[config.mk]
export PLATFORM = sky130hd
export DESIGN_NAME = gcdc_ctrl
export DESIGN_NICKNAME = d
export VERILOG_FILES = /design/src/sv/gcdc_pkg.sv /design/src/sv/gcdc_ctrl.sv
export VERILOG_INCLUDE_DIRS = /design/src /design/src/sv
export SDC_FILE = /design/constraint.sdc
export NUM_CORES = 1
export LEC_CHECK = 0
export BUFFER_PORTS_ARGS = -buffer_cell sky130_fd_sc_hd__clkbuf_2
export CORE_MARGIN = 3
export CORE_UTILIZATION = 45
export DETAILED_ROUTE_END_ITERATION = 10
export HOLD_SLACK_MARGIN = 0.02
export PLACE_DENSITY = 0.73
export SLEW_MARGIN = 20
export SYNTH_ARGS = -nofsm -noshare
export SYNTH_HDL_FRONTEND = slang
export SYNTH_SLANG_ARGS = --single-unit
[constraint.sdc]
create_clock -name clock -period 1.9 [get_ports clock]
set_clock_uncertainty 0.15 [all_clocks]
set_input_delay 0.285 -clock clock [delete_from_list [all_inputs] [get_ports clock]]
set_output_delay 0.285 -clock clock [all_outputs]
set_load 0.01 [all_outputs]
[src/sv/assert_macros.svh]
// assertion macros for the rtl files, used by gcdc_ctrl
// depends on nothing; included where assertions are written
`ifndef ASSERT_MACROS_SVH
`define ASSERT_MACROS_SVH
// check that a property holds on every clock edge outside reset
`define ASSERT_CLK(label, clk, rst, prop, msg) \
   label: assert property (@(posedge clk) disable iff (rst) prop) else $error(msg);
// check a property also while reset is active
`define ASSERT_ALWAYS(label, clk, prop, msg) \
   label: assert property (@(posedge clk) prop) else $error(msg);
`endif

[src/sv/gcdc_pkg.sv]
// shared types, constants and the sigmoid table of the gated depthwise conv
// depends on nothing
package gcdc_pkg;

   localparam logic OP_LOAD   = 1'b0;
   localparam logic OP_SAMPLE = 1'b1;

   // command from controller to datapath
   typedef struct packed {
      logic capture;     // latch the accepted word
      logic gate_mul;    // compute gated value
      logic acc_clear;   // clear accumulator
      logic mac;         // one multiply-accumulate step
      logic finish;      // round and saturate into output stage
      logic hist_wr;     // write one history slot
      logic wt_wr;       // write a weight
      logic rd_issue;    // latch the age of the tap read for current tap
   } gcdc_cmd_type;

   // sigmoid of bin centre (2*(i-128)+1)/32 in Q0.15, built at elaboration
   // quotient 2^48 / (2^32 + e) found by restoring long division
   function automatic logic [255:0][15:0] build_sigmoid_table();
      logic [255:0][15:0] tbl;
      logic [63:0] e;
      logic [63:0] den;
      logic [63:0] rem;
      logic [63:0] quo;
      logic [63:0] pos;
      tbl = '0;
      e = 64'd4162825044;
      for (int j = 0; j < 128; j++) begin
         den = (64'd1 << 32) + e;
         rem = 64'd1 << 48;
         quo = '0;
         for (int i = 16; i >= 0; i--) begin
            if (rem >= (den << i)) begin
               rem = rem - (den << i);
               quo[i] = 1'b1;
            end
         end
         pos = (quo + 64'd1) >> 1;
         tbl[128 + j] = (pos > 64'd32767) ? 16'd32767 : pos[15:0];
         tbl[127 - j] = 16'(64'd32768 - pos);
         e = (e * 64'd4034748382 + 64'h8000_0000) >> 32;
      end
      return tbl;
   endfunction

   localparam logic [255:0][15:0] SIGMOID_TABLE = build_sigmoid_table();

endpackage

[src/sv/gcdc_ctrl.sv]
// controller: sequences load, gating, tap walk, history shift and output
// depends on gcdc_pkg and assert_macros.svh
`include "assert_macros.svh"
module gcdc_ctrl import gcdc_pkg::*; #(
   parameter int CHANNELS = 512,
   parameter int KERNEL   = 9
) (
   input  logic         clock,
   input  logic         reset,
   input  logic         req_valid,
   output logic         req_ready,
   input  logic         req_opcode,
   input  logic [8:0]   req_channel,
   input  logic         req_last_channel,
   input  logic         req_new_sequence,
   input  logic         csr_valid,
   output logic         csr_ready,
   input  logic [3:0]   csr_taps_in_use,
   output logic         rsp_valid,
   input  logic         rsp_ready,
   output gcdc_cmd_type cmd,
   output logic [4:0]   tap_idx,
   output logic [4:0]   taps_k,
   output logic [4:0]   frames
);
   localparam int SLOTS = KERNEL - 1;
   typedef enum logic [2:0] {S_IDLE, S_LOAD, S_GATE, S_MAC, S_DRAIN, S_SHIFT, S_OUT}
      state_type;
   state_type state_ff, state_in;
   logic [4:0] tap_ff, tap_in, frames_ff, frames_in, k_ff, k_in;
   logic       rsp_valid_ff, rsp_valid_in, last_ff, last_in;
   logic [4:0] kraw;

   assign req_ready = (state_ff == S_IDLE);
   assign csr_ready = 1'b1;
   assign rsp_valid = rsp_valid_ff;
   assign tap_idx   = tap_ff;
   assign taps_k    = k_ff;
   assign frames    = frames_ff;

   always_comb begin
      kraw = (csr_taps_in_use == 4'd0) ? 5'd1 : 5'({1'b0, csr_taps_in_use});
      k_in = (csr_valid) ? ((kraw > 5'(KERNEL)) ? 5'(KERNEL) : kraw) : k_ff;
      state_in = state_ff; tap_in = tap_ff; frames_in = frames_ff;
      rsp_valid_in = rsp_valid_ff && !rsp_ready; last_in = last_ff;
      cmd = '0;
      unique case (state_ff)
         S_IDLE: if (req_valid && req_ready) begin
            cmd.capture = 1'b1;
            last_in = req_last_channel;
            if (req_opcode == OP_LOAD) state_in = S_LOAD;
            else begin
               if (req_new_sequence) frames_in = '0;
               if (11'(req_channel) < 11'(CHANNELS)) state_in = S_GATE;
               else if (req_last_channel && frames_in < 5'(SLOTS))
                  frames_in = frames_in + 5'd1;
            end
         end
         S_LOAD: begin
            // tap_ff holds zero here; range check done via captured fields
            cmd.wt_wr = 1'b1;
            state_in = S_IDLE;
         end
         S_GATE: begin
            cmd.gate_mul = 1'b1; cmd.acc_clear = 1'b1; cmd.rd_issue = 1'b1;
            tap_in = 5'd1; state_in = S_MAC;
         end
         S_MAC: begin
            cmd.mac = 1'b1; cmd.rd_issue = 1'b1;
            if (tap_ff == k_ff) begin
               cmd.rd_issue = 1'b0; state_in = S_DRAIN;
               tap_in = 5'(SLOTS);
            end else tap_in = tap_ff + 5'd1;
         end
         S_DRAIN: begin
            // wait here while the previous result is still held
            if (!rsp_valid_ff || rsp_ready) begin
               cmd.finish = 1'b1; rsp_valid_in = 1'b1;
               state_in = (SLOTS > 0) ? S_SHIFT : S_OUT;
               if (SLOTS > 0) tap_in = 5'(SLOTS - 1);
            end
         end
         S_SHIFT: begin
            cmd.hist_wr = 1'b1;
            if (tap_ff == 0) state_in = S_OUT;
            else tap_in = tap_ff - 5'd1;
         end
         S_OUT: begin
            if (last_ff && frames_ff < 5'(SLOTS)) frames_in = frames_ff + 5'd1;
            tap_in = '0; state_in = S_IDLE;
         end
         default: state_in = S_IDLE;
      endcase
   end

   always_ff @(posedge clock) begin
      if (reset) begin
         state_ff <= S_IDLE; tap_ff <= '0; frames_ff <= '0;
         k_ff <= 5'(KERNEL); rsp_valid_ff <= 1'b0; last_ff <= 1'b0;
      end else begin
         state_ff <= state_in; tap_ff <= tap_in; frames_ff <= frames_in;
         k_ff <= k_in; rsp_valid_ff <= rsp_valid_in; last_ff <= last_in;
      end
   end

   `ASSERT_CLK(a_frames_cap, clock, reset, frames_ff <= 5'(SLOTS), "frame count overflow")
   `ASSERT_CLK(a_rsp_from_drain, clock, reset,
      $rose(rsp_valid_ff) |-> $past(state_ff) == S_DRAIN, "result without drain")
   `ASSERT_CLK(a_no_accept_busy, clock, reset,
      state_ff != S_IDLE |-> !req_ready, "accept while busy")
endmodule

==> metrics.md <==
| Metric | Value |
|---|---|
| Place WS | `104 ps` |
| Cell variety after synth | `55` |
| Number of flops mapped to enable cells by yosys | `0` |
| Critical Path RT | `1460 ps` |
| Share of cells above drive strength 1 | `38.1%` |
| Routed wire per std cell | `16.0 um` |
| Total leakage power | `a little under 0.8 nW` |
| Drt via density | `5.90` |
| CP Class | `reg2out` |
| Pwr Total | `roughly 920 uW` |
| Yosys reg bits | `19` |
| Worst min path class | `in2reg` |
| Power Density | `approximately 530 nW/um^2` |
| Finished Cell Area | `1740 um^2` |
| Area Overhead vs Synth | `25.8%` |
| Seq/Total Area, Yosys | `27.5%` |
| Max Transition Viols Final | `0` |
| Synth Flop Type | `dfxtp_1` |
| Most frequent cells after synthesis | `19 x dfxtp_1, 19 x nor2_1, 10 x nand2_1` |
| CTS H-Tree Depth | `1` |
| Initial antenna violation count | `0` |
| CTS tree | `yes` |
| DRT iter0 DRCs | `between 90 and 100` |
| DRC violations left | `0` |
| First-pass GRT wire length | `6.16 mm` |
| Sw Ratio | `33.4%` |
| ANT nets after route | `0` |
| Crit end category | `output pin` |
| Endpoints failing hold | `0` |
| RSZ-0062 raised after global routing | `yes` |
| Row Count | `19` |
| Clock latency at the later pin of the worst-skew pair | `310 ps` |
| Comb power frac | `28.6%` |
| HPWL Detailed | `~3 mm` |
| Total GRT Usage | `21.6%` |
| CTS clk-pin slew, worst paths | `120 ps` |
| Clock power frac | `23.7%` |
| CP max FO | `4` |
| Core Region | `2850 um^2` |
| Nets | `about 240` |
| Total CTS buffers | `3` |
| WL final | `3.93 mm` |
| Tcrit/Tclk final | `98.6%` |
| Clock root buffer master | `clkbuf_4` |
| Largest net degree at the start of global routing | `14` |
| Min Hold Slack | `82.4 ps` |
| Leading area contributor after synthesis | `dfxtp_1` |
| CP arrival | `1440 ps` |
| Clk buf depth | `2` |
| Mapped Cells | `175` |
| Maximum vdd drop | `approximately 0.37 mV` |
| Die ar. | `about 3800 um^2` |
| Post-Syn Area | `around 1400 um^2` |
| Avg Cell Area, Syn | `7.90 um^2` |
| Internal power | `612 uW` |
| Warnings from Yosys | `0` |
| Max Cap Viol | `0` |
| Vias in the first global route | `1,330` |
| Pre-antenna DRT Iters | `4` |
| N_diodes | `0` |
| Grt total ovfl | `0` |
| Outcome | `complete, no violations` |
| Chip width | `61.4 um` |
| Max Freq | `534 MHz` |
| P_sw | `roughly 310 uW` |
| Startpoint Class | `flop` |
| Post-place instance area | `1620 um^2` |
| Clk sinks | `19` |
| Synth async-reset ratio | `0%` |
| Top cell type's share of synthesized area | `around 28%` |
| Final Setup Violations | `0` |
| IO Pins | `47` |
| GPL Wtd Cong | `0.881` |
| Fin Setup TNS | `0 ps` |
| Routed via count | `between 1,000 and 1,500` |
| Starting density of the core | `48.5%` |
| Final worst setup slack | `~27 ps` |
| Main area contributors after synthesis | `dfxtp_1 28%, nor2_1 5.2%, ha_1 3.6%` |
| Synthesized net count | `200` |
| Port bufs | `35` |
| Final min period | `1870 ps` |
| Die span in y | `a little over 60 um` |
| Sequential share of power | `between 40% and 50%` |
## kinds of logic after synthesis
| kind of cell | after synthesis | share of synthesized area, % |
|---|---|---|
| muxes | 5 | 3.62 |
| adders and majority gates | 4 | 3.62 |
| xor gates and xnor gates | 9 | 5.70 |
| other | 2 | 0.543 |
| and+or+nand+nor | 68 | 26.1 |
| AOI/OAI and AO/OA | 42 | 22.9 |
| buffers and inverters | 26 | 10.0 |
| DFF | 19 | 27.5 |
## layout make-up
| cell class | count | area [um^2] |
|---|---|---|
| Inverter | 9 | 33.8 |
| Clock inverter | 1 | 5.00 |
| Fill cell | 254 | 1110 |
| Timing Repair Buffer | 53 | 310 |
| Clock buffer | 3 | 22.5 |
| Tap cell | 31 | 38.8 |
| Sequential cell | 19 | 400 |
| Multi-Input combinational cell | 130 | 928 |
## metrics by stage
| step | utilization [%] | cells |
|---|---|---|
| final | 61.0 | 246 |
| after global routing | 61.0 | 246 |
| after CTS | 58.3 | 246 |
| after detailed placement | 56.8 | 241 |
| after global placement | 56.8 | 241 |
| after floorplan | - | 175 |
## path summary, 6_finish.rpt
kind                    startpoint          to  depth (start not counted)  slack (ps)
setup / recovery        tap_idx[3]      cmd[0]                          5          30
hold / removal    req_last_channel     last_ff                          3          80
setup reg to reg        tap_idx[0]  tap_idx[0]                          7         110
hold reg to reg          taps_k[1]   taps_k[1]                          2         380
## flip-flops by register name, indices dropped and copies added (netlist names)
register and flops:
frames 5, tap_idx 5, taps_k 4, state_ff 3, last_ff 1, rsp_valid 1
## worst max-delay path, stage by stage, from the launching register on
cell and delay [ps]:
dfxtp_2 370, xnor2_2 170, nand3_2 130, o31ai_4 250, nand2b_1 80, clkbuf_2 130
## timing repair
| action | 4_1_cts | 5_1_grt |
|---|---|---|
| pin swaps | 1 | 0 |
| gates resized for setup | 5 | 20 |
| setup buffers | 1 | 0 |
| setup endpoints to repair | 6 | 10 |
| hold buffers | 0 | 0 |
## power groups by stage
stage	clock [mW]	sequential [mW]	combinational (mW)
after floorplan	0	0.432	0.172
after global placement	0	0.441	0.233
after detailed placement	0	0.442	0.241
after CTS	0.216	0.434	0.245
after global routing	0.231	0.439	0.289
final	0.218	0.438	0.263
## placed cells by master, fill, tap and decap left out, types with 3 or more instances in the layout
master,n
ha_1,3
nand3_1,7
nand2b_1,4
clkbuf_2,35
xnor2_2,3
clkbuf_4,3
buf_4,18
dfxtp_2,7
nor2_1,19
mux2i_1,5
a21oi_1,9
dfxtp_1,9
xor2_1,3
o21a_1,3
dfxtp_4,3
inv_1,9
nor2b_1,3
o21ai_0,3
nand2_1,10
nor3_1,4
## metal layers
metal	global-route usage (%)	vias to the layer above	share of wire, %
met5	0	-	0
met4	7.88	0	1.9
met3	3.77	9	6.3
met2	35.6	62	48
met1	28.2	685	43
li1	-	695	-
(Power assumes the default switching activity.)
